## config.mk

```make
export PLATFORM = sky130hd
export DESIGN_NAME = pid_motor_speed_control_unit
export DESIGN_NICKNAME = d
export VERILOG_FILES = /design/src/rtl/pidmsc_pkg.sv /design/src/rtl/pidmsc_serial_mul.sv /design/src/rtl/pidmsc_serial_div.sv /design/src/rtl/pid_motor_speed_control_unit.sv
export SDC_FILE = /design/constraint.sdc
export NUM_CORES = 2
export LEC_CHECK = 0
export ABC_AREA = 1
export BUFFER_PORTS_ARGS = -buffer_cell sky130_fd_sc_hd__buf_4
export CAP_MARGIN = 40
export CELL_PAD_IN_SITES_DETAIL_PLACEMENT = 2
export CELL_PAD_IN_SITES_GLOBAL_PLACEMENT = 2
export CORE_MARGIN = 8
export CORE_UTILIZATION = 37
export DETAILED_ROUTE_END_ITERATION = 12
export PLACE_DENSITY = 0.89
export SLEW_MARGIN = 30
export SYNTH_ARGS = -nofsm -noshare
export SYNTH_HDL_FRONTEND = slang
export SYNTH_SLANG_ARGS = --single-unit
```

## constraint.sdc

```tcl
create_clock -name clk -period 5.3 [get_ports clk]
set_clock_uncertainty 0.05 [all_clocks]
set_input_delay 1.06 -clock clk [delete_from_list [all_inputs] [get_ports clk]]
set_output_delay 1.06 -clock clk [all_outputs]
set_load 0.05 [all_outputs]
```

## src/rtl/pidmsc_pkg.sv

```systemverilog
// ----------------------------------------------------------------------------
// pidmsc_pkg: shared types and constants of the PID motor speed control unit
// Field widths, register indexes, drive mode codes, reset values, the
// sequencer state type and the divider status bundle.
// ----------------------------------------------------------------------------
package pidmsc_pkg;

    // Fixed field widths
    localparam int MAG_W     = 32;  // signed Q8.24 words and their magnitudes
    localparam int IVL_W     = 31;  // interval, unsigned
    localparam int PERIOD_W  = 16;  // PWM period and compare value
    localparam int MODE_W    = 2;   // drive mode
    localparam int START_W   = 25;  // start power and drive power
    localparam int CFG_IDX_W = 3;   // configuration register index

    // Configuration register indexes
    localparam logic [CFG_IDX_W-1:0] REG_SETPOINT    = 3'd0;
    localparam logic [CFG_IDX_W-1:0] REG_GAIN_P      = 3'd1;
    localparam logic [CFG_IDX_W-1:0] REG_GAIN_I      = 3'd2;
    localparam logic [CFG_IDX_W-1:0] REG_GAIN_D      = 3'd3;
    localparam logic [CFG_IDX_W-1:0] REG_PWM_PERIOD  = 3'd4;
    localparam logic [CFG_IDX_W-1:0] REG_DRIVE_MODE  = 3'd5;
    localparam logic [CFG_IDX_W-1:0] REG_START_POWER = 3'd6;

    // Drive mode codes
    localparam logic [MODE_W-1:0] MODE_FORWARD = 2'd0;
    localparam logic [MODE_W-1:0] MODE_REVERSE = 2'd1;
    localparam logic [MODE_W-1:0] MODE_BRAKE   = 2'd2;
    localparam logic [MODE_W-1:0] MODE_COAST   = 2'd3;

    // Register reset values
    localparam logic [MAG_W-1:0]    RST_SETPOINT   = 32'd0;
    localparam logic [MAG_W-1:0]    RST_GAIN_P     = 32'd2516582;
    localparam logic [MAG_W-1:0]    RST_GAIN_I     = 32'd2516582;
    localparam logic [MAG_W-1:0]    RST_GAIN_D     = 32'd839;
    localparam logic [PERIOD_W-1:0] RST_PWM_PERIOD = 16'd7999;
    localparam logic [MODE_W-1:0]   RST_DRIVE_MODE = MODE_COAST;

    // Signed 32-bit limits
    localparam logic [MAG_W-1:0] S32_MAX = 32'h7FFF_FFFF;
    localparam logic [MAG_W-1:0] S32_MIN = 32'h8000_0000;

    // Sequencer states
    typedef enum logic [4:0] {
        ST_IDLE,
        ST_LOAD,
        ST_INC_RUN,
        ST_INC_POST,
        ST_INTEG,
        ST_P_RUN,
        ST_P_POST,
        ST_I_START,
        ST_I_RUN,
        ST_I_POST,
        ST_D_START,
        ST_D_RUN,
        ST_D_POST,
        ST_SUM,
        ST_PWR,
        ST_PWM_START,
        ST_PWM_RUN
    } state_t;

    // Divider status toward the sequencer
    typedef struct packed {
        logic             busy;
        logic             neg;  // sign of the quotient
        logic [MAG_W-1:0] mag;  // saturated quotient magnitude
    } div_status_t;

endpackage

```

## src/rtl/pidmsc_serial_mul.sv

```systemverilog
// ----------------------------------------------------------------------------
// pidmsc_serial_mul: bit-serial unsigned multiplier
// Shift-add multiplier that retires one multiplier bit per clock; the product
// is A_W + B_W bits and stays stable once busy falls.
// ----------------------------------------------------------------------------
module pidmsc_serial_mul #(
    parameter int A_W = 48,
    parameter int B_W = 32
) (
    input  logic                 clk,
    input  logic                 rst_n,
    input  logic                 start,
    input  logic [A_W-1:0]       a,
    input  logic [B_W-1:0]       b,
    output logic                 busy,
    output logic [A_W+B_W-1:0]   product
);

    localparam int CNT_W = $clog2(B_W + 1);

    logic             busy_reg;
    logic [CNT_W-1:0] cnt_reg;
    logic [A_W-1:0]   a_reg;
    logic [B_W-1:0]   b_reg;
    logic [A_W+B_W-1:0] acc_reg;

    logic [A_W-1:0]   addend;
    logic [A_W:0]     part_sum;

    // One partial product per cycle, added into the upper A_W bits of the accumulator
    always_comb
    begin
        addend   = b_reg[0] ? a_reg : '0;
        part_sum = {1'b0, acc_reg[A_W+B_W-1:B_W]} + {1'b0, addend};
    end

    // Control
    always_ff @(posedge clk or negedge rst_n)
    begin
        if (!rst_n)
        begin
            busy_reg <= 1'b0;
            cnt_reg  <= '0;
        end
        else if (start)
        begin
            busy_reg <= 1'b1;
            cnt_reg  <= CNT_W'(B_W);
        end
        else if (busy_reg)
        begin
            cnt_reg <= cnt_reg - CNT_W'(1);
            if (cnt_reg == CNT_W'(1))
            begin
                busy_reg <= 1'b0;
            end
        end
    end

    // Operand and accumulator shift registers
    always_ff @(posedge clk)
    begin
        if (start)
        begin
            a_reg   <= a;
            b_reg   <= b;
            acc_reg <= '0;
        end
        else if (busy_reg)
        begin
            b_reg   <= {1'b0, b_reg[B_W-1:1]};
            acc_reg <= {part_sum, acc_reg[B_W-1:1]};
        end
    end

    assign busy    = busy_reg;
    assign product = acc_reg;

endmodule

```

## src/rtl/pidmsc_serial_div.sv

```systemverilog
// ----------------------------------------------------------------------------
// pidmsc_serial_div: bit-serial restoring divider for the derivative term
// Produces one quotient bit per clock, truncating toward zero, and reports the
// quotient as a sign and a magnitude saturated to the signed 32-bit range.
// A zero divisor gives a zero quotient.
// ----------------------------------------------------------------------------
module pidmsc_serial_div #(
    parameter int NUM_W = 57
) (
    input  logic                          clk,
    input  logic                          rst_n,
    input  logic                          start,
    input  logic [NUM_W-1:0]              num_mag,
    input  logic                          num_neg,
    input  logic [pidmsc_pkg::IVL_W-1:0]  den,
    output pidmsc_pkg::div_status_t       status
);

    localparam int CNT_W = $clog2(NUM_W + 1);
    localparam int D_W   = pidmsc_pkg::IVL_W;
    localparam int M_W   = pidmsc_pkg::MAG_W;

    logic             busy_reg;
    logic [CNT_W-1:0] cnt_reg;
    logic [NUM_W-1:0] quo_reg;
    logic [D_W-1:0]   rem_reg;
    logic [D_W-1:0]   den_reg;
    logic             neg_reg;
    logic             zero_reg;

    logic [D_W:0]     trial;
    logic [D_W:0]     trial_diff;
    logic             fits;
    logic [M_W-1:0]   limit;
    logic             too_big;

    // Trial subtraction for the next quotient bit
    always_comb
    begin
        trial      = {rem_reg, quo_reg[NUM_W-1]};
        trial_diff = trial - {1'b0, den_reg};
        fits       = (trial >= {1'b0, den_reg});
    end

    // Control
    always_ff @(posedge clk or negedge rst_n)
    begin
        if (!rst_n)
        begin
            busy_reg <= 1'b0;
            cnt_reg  <= '0;
        end
        else if (start)
        begin
            busy_reg <= 1'b1;
            cnt_reg  <= CNT_W'(NUM_W);
        end
        else if (busy_reg)
        begin
            cnt_reg <= cnt_reg - CNT_W'(1);
            if (cnt_reg == CNT_W'(1))
            begin
                busy_reg <= 1'b0;
            end
        end
    end

    // Dividend shifts out at the top while quotient bits shift in at the bottom
    always_ff @(posedge clk)
    begin
        if (start)
        begin
            quo_reg  <= num_mag;
            rem_reg  <= '0;
            den_reg  <= den;
            neg_reg  <= num_neg;
            zero_reg <= (den == '0);
        end
        else if (busy_reg)
        begin
            quo_reg <= {quo_reg[NUM_W-2:0], fits};
            rem_reg <= fits ? trial_diff[D_W-1:0] : trial[D_W-1:0];
        end
    end

    // Saturate the magnitude: 2^31 for a negative quotient, 2^31-1 otherwise
    always_comb
    begin
        limit   = neg_reg ? pidmsc_pkg::S32_MIN : pidmsc_pkg::S32_MAX;
        too_big = (|quo_reg[NUM_W-1:M_W]) || (quo_reg[M_W-1:0] > limit);
        status.busy = busy_reg;
        status.neg  = neg_reg;
        if (zero_reg)
        begin
            status.mag = '0;
        end
        else if (too_big)
        begin
            status.mag = limit;
        end
        else
        begin
            status.mag = quo_reg[M_W-1:0];
        end
    end

endmodule

```

## src/rtl/pid_motor_speed_control_unit.sv

```systemverilog
// ----------------------------------------------------------------------------
// pid_motor_speed_control_unit: speed PID loop for one H-bridge motor channel
// Takes a speed sample and its interval, updates the saturating integral and
// the drive power, and returns the PWM compare value and bridge levels.
// ----------------------------------------------------------------------------
//
//  Channel   Handshake            Payload
//  -------   ------------------   ------------------------------------------
//  cfg       cfg_we               cfg_index, cfg_data (write only)
//  in        in_valid / in_stall  measured_speed, interval
//  out       out_valid/out_stall  pwm_compare, bridge_in_one, bridge_in_two,
//                                 drive_power, correction
//
//  Between input transfer and output valid an item makes five passes through
//  the shared bit-serial multiplier, plus sequencing. The bit-serial divider
//  runs alongside the first two.
//  in_stall is high while an item is in work; a result waiting in the output
//  register does not block the next input, only the next result.
//  Reset (rst_n, async) restores register defaults and zeroes the loop state.
//
module pid_motor_speed_control_unit #(
    parameter int FRAC_BITS      = 24,
    parameter int INTEGRAL_WIDTH = 48
) (
    input  logic                                  clk,
    input  logic                                  rst_n,
    // configuration
    input  logic                                  cfg_we,
    input  logic [pidmsc_pkg::CFG_IDX_W-1:0]      cfg_index,
    input  logic [pidmsc_pkg::MAG_W-1:0]          cfg_data,
    // samples in
    input  logic                                  in_valid,
    output logic                                  in_stall,
    input  logic signed [pidmsc_pkg::MAG_W-1:0]   measured_speed,
    input  logic [pidmsc_pkg::IVL_W-1:0]          interval,
    // results out
    output logic                                  out_valid,
    input  logic                                  out_stall,
    output logic [pidmsc_pkg::PERIOD_W-1:0]       pwm_compare,
    output logic                                  bridge_in_one,
    output logic                                  bridge_in_two,
    output logic [pidmsc_pkg::START_W-1:0]        drive_power,
    output logic signed [pidmsc_pkg::MAG_W-1:0]   correction
);

    localparam int M_W    = pidmsc_pkg::MAG_W;
    localparam int IW     = INTEGRAL_WIDTH;
    localparam int PWR_W  = (FRAC_BITS + 1 > pidmsc_pkg::START_W) ?
                            FRAC_BITS + 1 : pidmsc_pkg::START_W;
    localparam int PROD_W = IW + M_W;
    localparam int QW     = PROD_W - FRAC_BITS;
    localparam int EXT_W  = QW + 2;
    localparam int SUM_W  = ((EXT_W > IW) ? EXT_W : IW) + 1;
    localparam int DIV_W  = M_W + 1 + FRAC_BITS;
    localparam int PSUM_W = ((PWR_W > M_W) ? PWR_W : M_W) + 2;
    localparam int CSUM_W = M_W + 2;

    localparam logic [PWR_W-1:0] ONE_Q     = {{(PWR_W-1){1'b0}}, 1'b1} << FRAC_BITS;
    localparam logic [IW-1:0]    INTEG_MAX = {1'b0, {(IW-1){1'b1}}};
    localparam logic [IW-1:0]    INTEG_MIN = {1'b1, {(IW-1){1'b0}}};

    // Two's complement magnitude of a 32-bit word
    function automatic logic [M_W-1:0] abs32(input logic [M_W-1:0] v);
        abs32 = v[M_W-1] ? (~v + M_W'(1)) : v;
    endfunction

    // Sequencer
    pidmsc_pkg::state_t state_reg, state_next;

    // Configuration registers
    logic [M_W-1:0]                      setpoint_reg;
    logic [M_W-1:0]                      gain_p_reg;
    logic [M_W-1:0]                      gain_i_reg;
    logic [M_W-1:0]                      gain_d_reg;
    logic [pidmsc_pkg::PERIOD_W-1:0]     period_reg;
    logic [pidmsc_pkg::MODE_W-1:0]       mode_reg;

    // Loop state
    logic [IW-1:0]    integral_reg;
    logic [M_W-1:0]   last_error_reg;
    logic [PWR_W-1:0] power_reg;

    // Per-item working registers
    logic [M_W-1:0]                  err_reg;
    logic [pidmsc_pkg::IVL_W-1:0]    ivl_reg;
    logic                            op_neg_reg;
    logic [EXT_W-1:0]                sv_reg;
    logic [M_W-1:0]                  term_p_reg;
    logic [M_W-1:0]                  term_i_reg;
    logic [M_W-1:0]                  corr_reg;

    // Output register
    logic                            out_valid_reg;
    logic [pidmsc_pkg::PERIOD_W-1:0] pwm_compare_reg;
    logic                            bridge_one_reg;
    logic                            bridge_two_reg;
    logic [pidmsc_pkg::START_W-1:0]  drive_power_reg;
    logic [M_W-1:0]                  correction_reg;

    // Handshake and control
    logic in_accept;
    logic out_room;
    logic mul_start;
    logic [IW-1:0]   mul_a;
    logic [M_W-1:0]  mul_b;
    logic mul_neg;
    logic mul_busy;
    logic [PROD_W-1:0] mul_product;
    logic div_start;
    logic post_load;
    logic out_load;
    pidmsc_pkg::div_status_t div_status;

    // Datapath intermediates
    logic [M_W:0]      err_sub;
    logic [M_W-1:0]    err_in;
    logic [M_W:0]      diff;
    logic [M_W:0]      diff_mag;
    logic [DIV_W-1:0]  div_num;
    logic [M_W-1:0]    err_mag;
    logic [IW-1:0]     integ_mag;
    logic [QW-1:0]     q_w;
    logic              rem_w;
    logic [EXT_W-1:0]  sv_w;
    logic [EXT_W-M_W:0] sv_top;
    logic [M_W-1:0]    sv_sat;
    logic [SUM_W-1:0]  isum;
    logic [SUM_W-IW:0] isum_top;
    logic [IW-1:0]     integ_next;
    logic [CSUM_W-1:0] csum;
    logic [M_W-1:0]    corr_next;
    logic [PSUM_W-1:0] psum;
    logic [PWR_W-1:0]  power_next;
    logic [PWR_W-1:0]  start_clamped;

    assign in_stall  = (state_reg != pidmsc_pkg::ST_IDLE);
    assign in_accept = in_valid && !in_stall;
    assign out_room  = !out_valid_reg || !out_stall;

    // Saturated error from the incoming sample
    always_comb
    begin
        err_sub = {setpoint_reg[M_W-1], setpoint_reg} - {measured_speed[M_W-1], measured_speed};
        if (err_sub[M_W] != err_sub[M_W-1])
        begin
            err_in = err_sub[M_W] ? pidmsc_pkg::S32_MIN : pidmsc_pkg::S32_MAX;
        end
        else
        begin
            err_in = err_sub[M_W-1:0];
        end
    end

    // Derivative dividend: |error - last error| scaled by one
    always_comb
    begin
        diff     = {err_reg[M_W-1], err_reg} - {last_error_reg[M_W-1], last_error_reg};
        diff_mag = diff[M_W] ? (~diff + (M_W+1)'(1)) : diff;
        div_num  = {diff_mag, {FRAC_BITS{1'b0}}};
        err_mag  = abs32(err_reg);
        integ_mag = integral_reg[IW-1] ? (~integral_reg + IW'(1)) : integral_reg;
    end

    // Product post-processing: floor by 2^FRAC_BITS with the product sign
    always_comb
    begin
        q_w   = mul_product[PROD_W-1:FRAC_BITS];
        rem_w = |mul_product[FRAC_BITS-1:0];
        sv_w  = op_neg_reg ? (~{2'b00, q_w} + EXT_W'(!rem_w)) : {2'b00, q_w};
        sv_top = sv_reg[EXT_W-1:M_W-1];
        if ((&sv_top) || !(|sv_top))
        begin
            sv_sat = sv_reg[M_W-1:0];
        end
        else
        begin
            sv_sat = sv_reg[EXT_W-1] ? pidmsc_pkg::S32_MIN : pidmsc_pkg::S32_MAX;
        end
    end

    // Saturating integral update
    always_comb
    begin
        isum = {{(SUM_W-IW){integral_reg[IW-1]}}, integral_reg}
             + {{(SUM_W-EXT_W){sv_reg[EXT_W-1]}}, sv_reg};
        isum_top = isum[SUM_W-1:IW-1];
        if ((&isum_top) || !(|isum_top))
        begin
            integ_next = isum[IW-1:0];
        end
        else
        begin
            integ_next = isum[SUM_W-1] ? INTEG_MIN : INTEG_MAX;
        end
    end

    // Correction sum and clamped power
    always_comb
    begin
        csum = {{2{term_p_reg[M_W-1]}}, term_p_reg}
             + {{2{term_i_reg[M_W-1]}}, term_i_reg}
             + {{2{sv_sat[M_W-1]}}, sv_sat};
        if (csum[CSUM_W-1:M_W-1] == '0 || (&csum[CSUM_W-1:M_W-1]))
        begin
            corr_next = csum[M_W-1:0];
        end
        else
        begin
            corr_next = csum[CSUM_W-1] ? pidmsc_pkg::S32_MIN : pidmsc_pkg::S32_MAX;
        end

        psum = {{(PSUM_W-PWR_W){1'b0}}, power_reg}
             + {{(PSUM_W-M_W){corr_reg[M_W-1]}}, corr_reg};
        if (psum[PSUM_W-1])
        begin
            power_next = '0;
        end
        else if (psum > PSUM_W'(ONE_Q))
        begin
            power_next = ONE_Q;
        end
        else
        begin
            power_next = psum[PWR_W-1:0];
        end

        start_clamped = (PWR_W'(cfg_data[pidmsc_pkg::START_W-1:0]) > ONE_Q) ?
                        ONE_Q : PWR_W'(cfg_data[pidmsc_pkg::START_W-1:0]);
    end

    // Next state
    always_comb
    begin
        state_next = state_reg;
        case (state_reg)
            pidmsc_pkg::ST_IDLE:
            begin
                if (in_accept)
                begin
                    state_next = pidmsc_pkg::ST_LOAD;
                end
            end
            pidmsc_pkg::ST_LOAD:      state_next = pidmsc_pkg::ST_INC_RUN;
            pidmsc_pkg::ST_INC_RUN:
            begin
                if (!mul_busy)
                begin
                    state_next = pidmsc_pkg::ST_INC_POST;
                end
            end
            pidmsc_pkg::ST_INC_POST:  state_next = pidmsc_pkg::ST_INTEG;
            pidmsc_pkg::ST_INTEG:     state_next = pidmsc_pkg::ST_P_RUN;
            pidmsc_pkg::ST_P_RUN:
            begin
                if (!mul_busy)
                begin
                    state_next = pidmsc_pkg::ST_P_POST;
                end
            end
            pidmsc_pkg::ST_P_POST:    state_next = pidmsc_pkg::ST_I_START;
            pidmsc_pkg::ST_I_START:   state_next = pidmsc_pkg::ST_I_RUN;
            pidmsc_pkg::ST_I_RUN:
            begin
                if (!mul_busy)
                begin
                    state_next = pidmsc_pkg::ST_I_POST;
                end
            end
            pidmsc_pkg::ST_I_POST:    state_next = pidmsc_pkg::ST_D_START;
            pidmsc_pkg::ST_D_START:
            begin
                if (!div_status.busy)
                begin
                    state_next = pidmsc_pkg::ST_D_RUN;
                end
            end
            pidmsc_pkg::ST_D_RUN:
            begin
                if (!mul_busy)
                begin
                    state_next = pidmsc_pkg::ST_D_POST;
                end
            end
            pidmsc_pkg::ST_D_POST:    state_next = pidmsc_pkg::ST_SUM;
            pidmsc_pkg::ST_SUM:       state_next = pidmsc_pkg::ST_PWR;
            pidmsc_pkg::ST_PWR:       state_next = pidmsc_pkg::ST_PWM_START;
            pidmsc_pkg::ST_PWM_START: state_next = pidmsc_pkg::ST_PWM_RUN;
            pidmsc_pkg::ST_PWM_RUN:
            begin
                if (!mul_busy && out_room)
                begin
                    state_next = pidmsc_pkg::ST_IDLE;
                end
            end
            default:                  state_next = pidmsc_pkg::ST_IDLE;
        endcase
    end

    // Sequencer outputs: multiplier operands and load strobes
    always_comb
    begin
        mul_start = 1'b0;
        mul_a     = '0;
        mul_b     = '0;
        mul_neg   = 1'b0;
        div_start = 1'b0;
        post_load = 1'b0;
        out_load  = 1'b0;
        case (state_reg)
            pidmsc_pkg::ST_LOAD:
            begin
                // error * interval, divider started alongside
                mul_start = 1'b1;
                mul_a     = IW'(err_mag);
                mul_b     = M_W'(ivl_reg);
                mul_neg   = err_reg[M_W-1];
                div_start = 1'b1;
            end
            pidmsc_pkg::ST_INTEG:
            begin
                mul_start = 1'b1;
                mul_a     = IW'(err_mag);
                mul_b     = abs32(gain_p_reg);
                mul_neg   = err_reg[M_W-1] ^ gain_p_reg[M_W-1];
            end
            pidmsc_pkg::ST_I_START:
            begin
                mul_start = 1'b1;
                mul_a     = integ_mag;
                mul_b     = abs32(gain_i_reg);
                mul_neg   = integral_reg[IW-1] ^ gain_i_reg[M_W-1];
            end
            pidmsc_pkg::ST_D_START:
            begin
                mul_start = !div_status.busy;
                mul_a     = IW'(div_status.mag);
                mul_b     = abs32(gain_d_reg);
                mul_neg   = div_status.neg ^ gain_d_reg[M_W-1];
            end
            pidmsc_pkg::ST_PWM_START:
            begin
                mul_start = 1'b1;
                mul_a     = IW'(power_reg);
                mul_b     = M_W'(period_reg);
            end
            pidmsc_pkg::ST_INC_POST,
            pidmsc_pkg::ST_P_POST,
            pidmsc_pkg::ST_I_POST,
            pidmsc_pkg::ST_D_POST:
            begin
                post_load = 1'b1;
            end
            pidmsc_pkg::ST_PWM_RUN:
            begin
                out_load = !mul_busy && out_room;
            end
            default:
            begin
                mul_start = 1'b0;
            end
        endcase
    end

    // Control state, configuration and loop state
    always_ff @(posedge clk or negedge rst_n)
    begin
        if (!rst_n)
        begin
            state_reg      <= pidmsc_pkg::ST_IDLE;
            setpoint_reg   <= pidmsc_pkg::RST_SETPOINT;
            gain_p_reg     <= pidmsc_pkg::RST_GAIN_P;
            gain_i_reg     <= pidmsc_pkg::RST_GAIN_I;
            gain_d_reg     <= pidmsc_pkg::RST_GAIN_D;
            period_reg     <= pidmsc_pkg::RST_PWM_PERIOD;
            mode_reg       <= pidmsc_pkg::RST_DRIVE_MODE;
            power_reg      <= '0;
            integral_reg   <= '0;
            last_error_reg <= '0;
            out_valid_reg  <= 1'b0;
        end
        else
        begin
            state_reg <= state_next;

            // register writes
            if (cfg_we)
            begin
                case (cfg_index)
                    pidmsc_pkg::REG_SETPOINT:    setpoint_reg <= cfg_data;
                    pidmsc_pkg::REG_GAIN_P:      gain_p_reg   <= cfg_data;
                    pidmsc_pkg::REG_GAIN_I:      gain_i_reg   <= cfg_data;
                    pidmsc_pkg::REG_GAIN_D:      gain_d_reg   <= cfg_data;
                    pidmsc_pkg::REG_PWM_PERIOD:
                        period_reg <= cfg_data[pidmsc_pkg::PERIOD_W-1:0];
                    pidmsc_pkg::REG_DRIVE_MODE:
                        mode_reg <= cfg_data[pidmsc_pkg::MODE_W-1:0];
                    pidmsc_pkg::REG_START_POWER: power_reg    <= start_clamped;
                    default:                     ;
                endcase
            end
            else if (state_reg == pidmsc_pkg::ST_PWR)
            begin
                power_reg <= power_next;
            end

            if (state_reg == pidmsc_pkg::ST_LOAD)
            begin
                last_error_reg <= err_reg;
            end

            if (state_reg == pidmsc_pkg::ST_INTEG)
            begin
                integral_reg <= integ_next;
            end

            // output register occupancy
            if (out_load)
            begin
                out_valid_reg <= 1'b1;
            end
            else if (out_valid_reg && !out_stall)
            begin
                out_valid_reg <= 1'b0;
            end
        end
    end

    // Working and output payload registers
    always_ff @(posedge clk)
    begin
        if (in_accept)
        begin
            err_reg <= err_in;
            ivl_reg <= interval;
        end
        if (mul_start)
        begin
            op_neg_reg <= mul_neg;
        end
        if (post_load)
        begin
            sv_reg <= sv_w;
        end
        if (state_reg == pidmsc_pkg::ST_I_START)
        begin
            term_p_reg <= sv_sat;
        end
        if (state_reg == pidmsc_pkg::ST_D_START)
        begin
            term_i_reg <= sv_sat;
        end
        if (state_reg == pidmsc_pkg::ST_SUM)
        begin
            corr_reg <= corr_next;
        end
        if (out_load)
        begin
            pwm_compare_reg <= q_w[pidmsc_pkg::PERIOD_W-1:0];
            bridge_one_reg  <= (mode_reg == pidmsc_pkg::MODE_FORWARD) ||
                               (mode_reg == pidmsc_pkg::MODE_BRAKE);
            bridge_two_reg  <= (mode_reg == pidmsc_pkg::MODE_REVERSE) ||
                               (mode_reg == pidmsc_pkg::MODE_BRAKE);
            drive_power_reg <= power_reg[pidmsc_pkg::START_W-1:0];
            correction_reg  <= corr_reg;
        end
    end

    // Shared bit-serial multiplier
    pidmsc_serial_mul #(
        .A_W (IW),
        .B_W (M_W)
    ) u_mul (
        .clk     (clk),
        .rst_n   (rst_n),
        .start   (mul_start),
        .a       (mul_a),
        .b       (mul_b),
        .busy    (mul_busy),
        .product (mul_product)
    );

    // Derivative divider
    pidmsc_serial_div #(
        .NUM_W (DIV_W)
    ) u_div (
        .clk     (clk),
        .rst_n   (rst_n),
        .start   (div_start),
        .num_mag (div_num),
        .num_neg (diff[M_W]),
        .den     (ivl_reg),
        .status  (div_status)
    );

    assign out_valid     = out_valid_reg;
    assign pwm_compare   = pwm_compare_reg;
    assign bridge_in_one = bridge_one_reg;
    assign bridge_in_two = bridge_two_reg;
    assign drive_power   = drive_power_reg;
    assign correction    = correction_reg;

endmodule
```

# After elaboration in Yosys (flattened, before gate mapping)
# Index checks and enable logic that the tools add are counted.
[word_totals]
input_bits = 103
output_inout_bits = 77
regBits = 845
word_cells = 206
[op_classes]
bitwise_logic = 10
magnitude_cmp = 4
eq_ne = 35
n_reduce_logical = 46
mux = 57
add_sub_neg = 17
[op_table]
columns = ["op", "count"]
rows = [
  ["32-bit 2-to-1 mux", 15],
  ["48-bit 2-to-1 mux", 4],
  ["48-bit one-hot mux with 4 select lines", 1],
  ["32-bit one-hot mux with 5 select lines", 1],
  ["25-bit 2-to-1 mux", 6],
  ["32-bit by 1-bit adder with 32-bit output (second input constant)", 4],
  ["32-bit inverter", 4],
  ["57-bit 2-to-1 mux", 2],
  ["5-bit one-hot mux with 17 select lines", 1],
  ["32-bit by 32-bit subtractor with 33-bit output", 2],
  ["48-bit by 58-bit adder with 59-bit output", 1],
  ["58-bit by 1-bit adder with 58-bit output", 1],
  ["56-bit inverter with 58-bit output", 1],
  ["56-bit 2-to-1 mux", 1],
  ["48-bit by 48-bit adder with 49-bit output", 1],
  ["48-bit by 1-bit adder with 48-bit output (second input constant)", 1],
  ["48-bit inverter", 1],
  ["5-bit by 4-bit equality test with 1-bit output (second input constant)", 8],
  ["5-bit 2-to-1 mux", 7],
  ["33-bit by 32-bit adder with 34-bit output", 1],
  ["34-bit by 25-bit > comparator with 1-bit output (second input constant)", 1],
  ["26-bit by 32-bit adder with 33-bit output", 1],
  ["32-bit by 32-bit adder with 33-bit output", 1],
  ["33-bit by 1-bit adder with 33-bit output (second input constant)", 1],
  ["46 further kinds", 102],
]

# Longest topological paths before layout
[logic_depth]
ltp_word = 8
mapped_depth = 28
mapped_depth_nobuf = 26

# Modules after synthesis
# From an unflattened synthesis, not the netlist that was laid out.
[hier_totals]
hier_cells = 8645
hier_area_um2 = 61245.0
[by_module_without_submodules]
columns = ["mod", "n_inst", "area_per_inst_um2", "cells_each", "seq_area_each_um2"]
rows = [
  ["pid_motor_speed_control_unit", 1, 42319.3, 5996, 15280.9],
  ["pidmsc_serial_mul", 1, 10236.1, 1497, 4179.0],
  ["pidmsc_serial_div", 1, 8689.6, 1152, 3498.4],
]

# Worst setup path before layout
# OpenSTA, ideal clock, no wires.
[synth_path]
path_kind = "input to register"
start = "input port out_stall"
end = "register bridge_one_reg, in the netlist bridge_in_one, enable pin"
required_time_ps = 4741
cell_stages = 3
setup_slack_ps = 286
setup_time_ps = 509
path_buffers = 0
arrival_time_ps = 4455
path_cell_list = "a21oi_1 inv_1 nor2_1"
[synth_via]
elab_chain_cells = 4
[synth_lines]
columns = ["item", "line", "rtl"]
rows = [
  ["start: declaration", "pid_motor_speed_control_unit.sv:38", "input logic out_stall,"],
  ["1-bit logical NOT", "pid_motor_speed_control_unit.sv:138", "assign out_room = !out_valid_reg || !out_stall;"],
  ["1-bit logical OR", "pid_motor_speed_control_unit.sv:138", ""],
  ["1-bit logical AND", "pid_motor_speed_control_unit.sv:355", "out_load = !mul_busy && out_room;"],
  ["1-bit 2-to-1 mux", "pid_motor_speed_control_unit.sv:309", "case (state_reg)"],
  ["via out_load", "pid_motor_speed_control_unit.sv:111", "logic out_load;"],
  ["end signal: assignment", "pid_motor_speed_control_unit.sv:459", "bridge_one_reg <= (mode_reg == pidmsc_pkg::MODE_FORWARD) ||"],
  ["end: declaration", "pid_motor_speed_control_unit.sv:95", "logic bridge_one_reg;"],
]
# The timed path passes the listed nets, and every way through them passes these cells.
# A chain may end at the register's enable or synchronous reset.

# Worst setup path after layout
[layout_path]
start = "register sv_reg[48]"
end = "register corr_reg[24] (data pin)"
[layout_via]
elab_chain_cells = 8
word_cells_on_any_way = 11
classes_between = "add/sub (1); mux (3); reduce/logical (7)"
[layout_lines]
columns = ["item", "line", "rtl"]
rows = [
  ["start: declaration", "pid_motor_speed_control_unit.sv:87", "logic [EXT_W-1:0] sv_reg;"],
  ["start signal: assignment", "pid_motor_speed_control_unit.sv:442", "sv_reg <= sv_w;"],
  ["27-bit OR reduction", "pid_motor_speed_control_unit.sv:171", "if ((&sv_top) || !(|sv_top))"],
  ["1-bit logical NOT", "pid_motor_speed_control_unit.sv:171", ""],
  ["1-bit logical OR *", "pid_motor_speed_control_unit.sv:171", ""],
  ["32-bit 2-to-1 mux *", "pid_motor_speed_control_unit.sv:171", ""],
  ["via sv_sat[7]", "pid_motor_speed_control_unit.sv:126", "logic [M_W-1:0] sv_sat;"],
  ["33-bit by 32-bit adder with 34-bit output *", "pid_motor_speed_control_unit.sv:202", "+ {{2{sv_sat[M_W-1]}}, sv_sat};"],
  ["3-bit logical NOT / 3-bit AND reduction (equally long branches)", "pid_motor_speed_control_unit.sv:203", "if (csum[CSUM_W-1:M_W-1] == '0 || (&csum[CSUM_W-1:M_W-1]))"],
  ["1-bit logical OR", "pid_motor_speed_control_unit.sv:203", ""],
  ["32-bit 2-to-1 mux *", "pid_motor_speed_control_unit.sv:203", ""],
  ["via corr_next[24]", "pid_motor_speed_control_unit.sv:131", "logic [M_W-1:0] corr_next;"],
  ["end signal: assignment", "pid_motor_speed_control_unit.sv:454", "corr_reg <= corr_next;"],
  ["end: declaration", "pid_motor_speed_control_unit.sv:90", "logic [M_W-1:0] corr_reg;"],
]
# Mark *: on every way through the listed nets, which the timed path passes. The rest lies on a longest branch.

==> impl_metrics.tcl <==
set metrics [dict create \
    antenna_found_initial 20 \
    die_y_um 415.1 \
    grt_pass1_vias 69148 \
    final_cell_mix "nand2_1, inv_1, nor2_1" \
    wl_um 316000 \
    synth_top_family_by_area "simple AND/OR/NAND/NOR gates" \
    slew_violations 0 \
    die_area_sq_um 172300 \
    via_per_inst 6.123 \
    total_power_mw 53.56 \
    initial_core_util 0.3722 \
    async_flop_share 0.3207 \
    numPortBuffers 179 \
    synth-compound-area-share 0.1428 \
    clk_latency_ns 0.80 \
    grt_max_degree 121 \
    crit_path_end "corr_reg[24]" \
    fin_setup_tns_ns -1.994 \
    cp.required_ns 5.78 \
    avgSynthCellArea_sq_um 7.252 \
    synth-edff-count 439 \
    numCtsBuffers 103 \
    violations "setup timing" \
    cpMostUsedCell "nand2_1" \
    drc 0 \
    p_seq_frac 0.244 \
    num_rows 146 \
    finalWorstSetupSlack_ns -0.1408 \
    cp_max_fo 24 \
    cp.arrival_ns 5.92 \
    fmax_mhz 183.8 \
    ys_ff_latch 845 \
    maxCapViolCount 0 \
    yosys.cell_types.count 67 \
    stdcell_count 10487 \
    netlist_instances 8128 \
    wl_met3_um 24640 \
    syn_area_sq_um 58950 \
    hold_path_class "input pin to asynchronous set/reset pin" \
    layout-drive-gt1-share 0.08013 \
    cts_root_buf "clkbuf_16" \
    layout_commonest_cell "nand2_1" \
    synthSimpleGateAreaFrac 0.2674 \
    coreArea_sq_um 158400 \
    cts_max_level 3 \
    tritoncts "built" \
    switchingPower_mw 29.94 \
    dp.cells 10260 \
    vias 64215 \
    track_usage 0.3396 \
    wl_per_cell_um 30.14 \
    hold_violations 0 \
    dp_hpwl_um 216300 \
    globalplace.congestion 0.9584 \
    postLayoutCellArea_sq_um 66880 \
    nNetsFinal 8755 \
    first_pass_iters 6 \
    ctsLongestPathBuffers 3 \
    cpPeakStageDelay_ns 0.58 \
    postRouteAntennaNets 0 \
    syn-num-nets 8574 \
    status "complete, but fails checks" \
    end_kind "flip-flop" \
    clkSinkCount 845 \
    r2r-start "sv_reg[48]" \
    finalCriticalPeriod_ns 5.441 \
    startpoint "sv_reg[48]" \
    globalRoute.totalOverflow 0 \
    grt_pass1_wl_um 453300 \
    clk_pin_slew_ns 0.06 \
    synthAdderAreaFrac 0.07777 \
    peakVddDrop_uv 491.3 \
    largest_reg_flops 80 \
    reg2reg_slack_ns -0.14 \
    combPwrFrac 0.610 \
    synthFlopType "edfxtp_1" \
    synthXorXnorAreaFrac 0.03863 \
    top_layer_used "met5" \
    yosys_warnings 0 \
    wl_met1_um 121900 \
    holdWs_ns 0.1895 \
    critPathSlowestCell "fa_1" \
    r2r_end "corr_reg[24]" \
    area_growth_pct 13.46 \
    fp.dieW_um 415.1 \
    drt-initial-drc-count 6243 \
    reg2reg_depth 25 \
    yosysSeqAreaShare 0.3854 \
    muxShareOfSynthArea 0 \
    maxSlewHeadroom 0.3260 \
    switching_share 0.5590 \
    io_pins 180 \
    power.share.clock 0.146 \
    p_leak_nw 30.83 \
    powerDensity_nw_per_um2 800.8 \
    routed-wl-met2_um 147300 \
    post-route-period-util 1.027 \
    tightest_slew_ns 1.002 \
    crit_type "flip-flop to flip-flop" \
    power.internal_mw 23.62 \
    dpl_cell_area_sq_um 62930 \
    critPathLaunchType "flip-flop" \
    setup-violations-final 31 \
]
worst min-delay path by stage:
stage	endpoint	slack, ns	startpoint	depth (start not counted)
6_report	gain_p_reg[29]	0.19	rst_n	1
5_1_grt	gain_p_reg[29]	0.23	rst_n	1
4_1_cts	gain_p_reg[29]	0.20	rst_n	1
3_5_place_dp	correction[30]	0.41	corr_reg[30]	0
3_3_place_gp	u_mul.product[0]	0.40	u_mul.product[0]	2
2_1_floorplan	correction[28]	0.38	corr_reg[28]	0
cells by family after synthesis:
| family | Yosys count |
|---|---|
| flops | 845 |
| buf+inv | 1355 |
| compound gates | 1533 |
| simple gates | 3792 |
| xor+xnor | 260 |
| fa+ha+maj | 343 |
power groups by stage:
stage                     logic [mW]  registers (mW)  clock network, mW
after floorplan                 19.3            11.4                  0
after global placement          26.9            12.5                  0
after detailed placement        29.3            12.7                  0
after CTS                       30.8            12.8               7.73
after global routing            34.7            13.0               8.01
final                           32.7            13.1               7.83
metrics by stage:
stage               setup WS, ns    util
finish                   -0.1408  0.4223
global route             -0.1541  0.4221
CTS                      0.02989  0.4200
detailed placement       -0.3390  0.3973
global placement          0.1950  0.3965
floorplan                 0.2859       -
critical path, delay by kind of cell (launching register included):
kind | cells | cell delay [ns]
fa+ha+maj | 2 | 0.94
flops | 1 | 0.40
compound gates | 6 | 1.35
simple gates | 12 | 1.79
buf+inv | 5 | 0.68
repair_timing:
| item | 4_1_cts | 5_1_grt |
|---|---|---|
| hold buffers | 0 | 0 |
| gates resized for setup | 21 | 22 |
| gates cloned | 0 | 1 |
| pin swaps | 3 | 8 |
| setup endpoints to repair | 32 | 31 |
| buffers inserted | 0 | 7 |
final cells by class:
type,count,area (sq um)
multi-input combinational,5928,31290
inverter,1142,4294
timing repair buffer,289,2442
antenna,16,40.04
sequential,845,22720
clock buffer,145,2867
tap,2072,2592
clock inverter,50,638.1
fill,18261,91500
cells in the mapped netlist, drive strengths merged (63+ instances only):
cell / number / area [sq um]
nand2: 2195 / 8282
inv: 1130 / 4242
nor2: 841 / 3239
o21ai: 683 / 3430
a21oi: 544 / 2726
edfxtp: 439 / 13180
nand3: 381 / 1952
ha: 304 / 3804
dfrtp: 230 / 5756
xor2: 172 / 1506
clkbuf: 159 / 599.3
nor3: 146 / 810.8
dfxtp: 135 / 2703
xnor2: 88 / 770.7
nand4: 87 / 544.3
nor4: 63 / 394.1
layer usage:
layer	track usage	up-vias
met1	0.4121	32545
met4	0.1856	8
met5	0	-
li1	-	27107
met2	0.5703	3354
met3	0.06220	1201
Power figures use the tool's default switching activity.
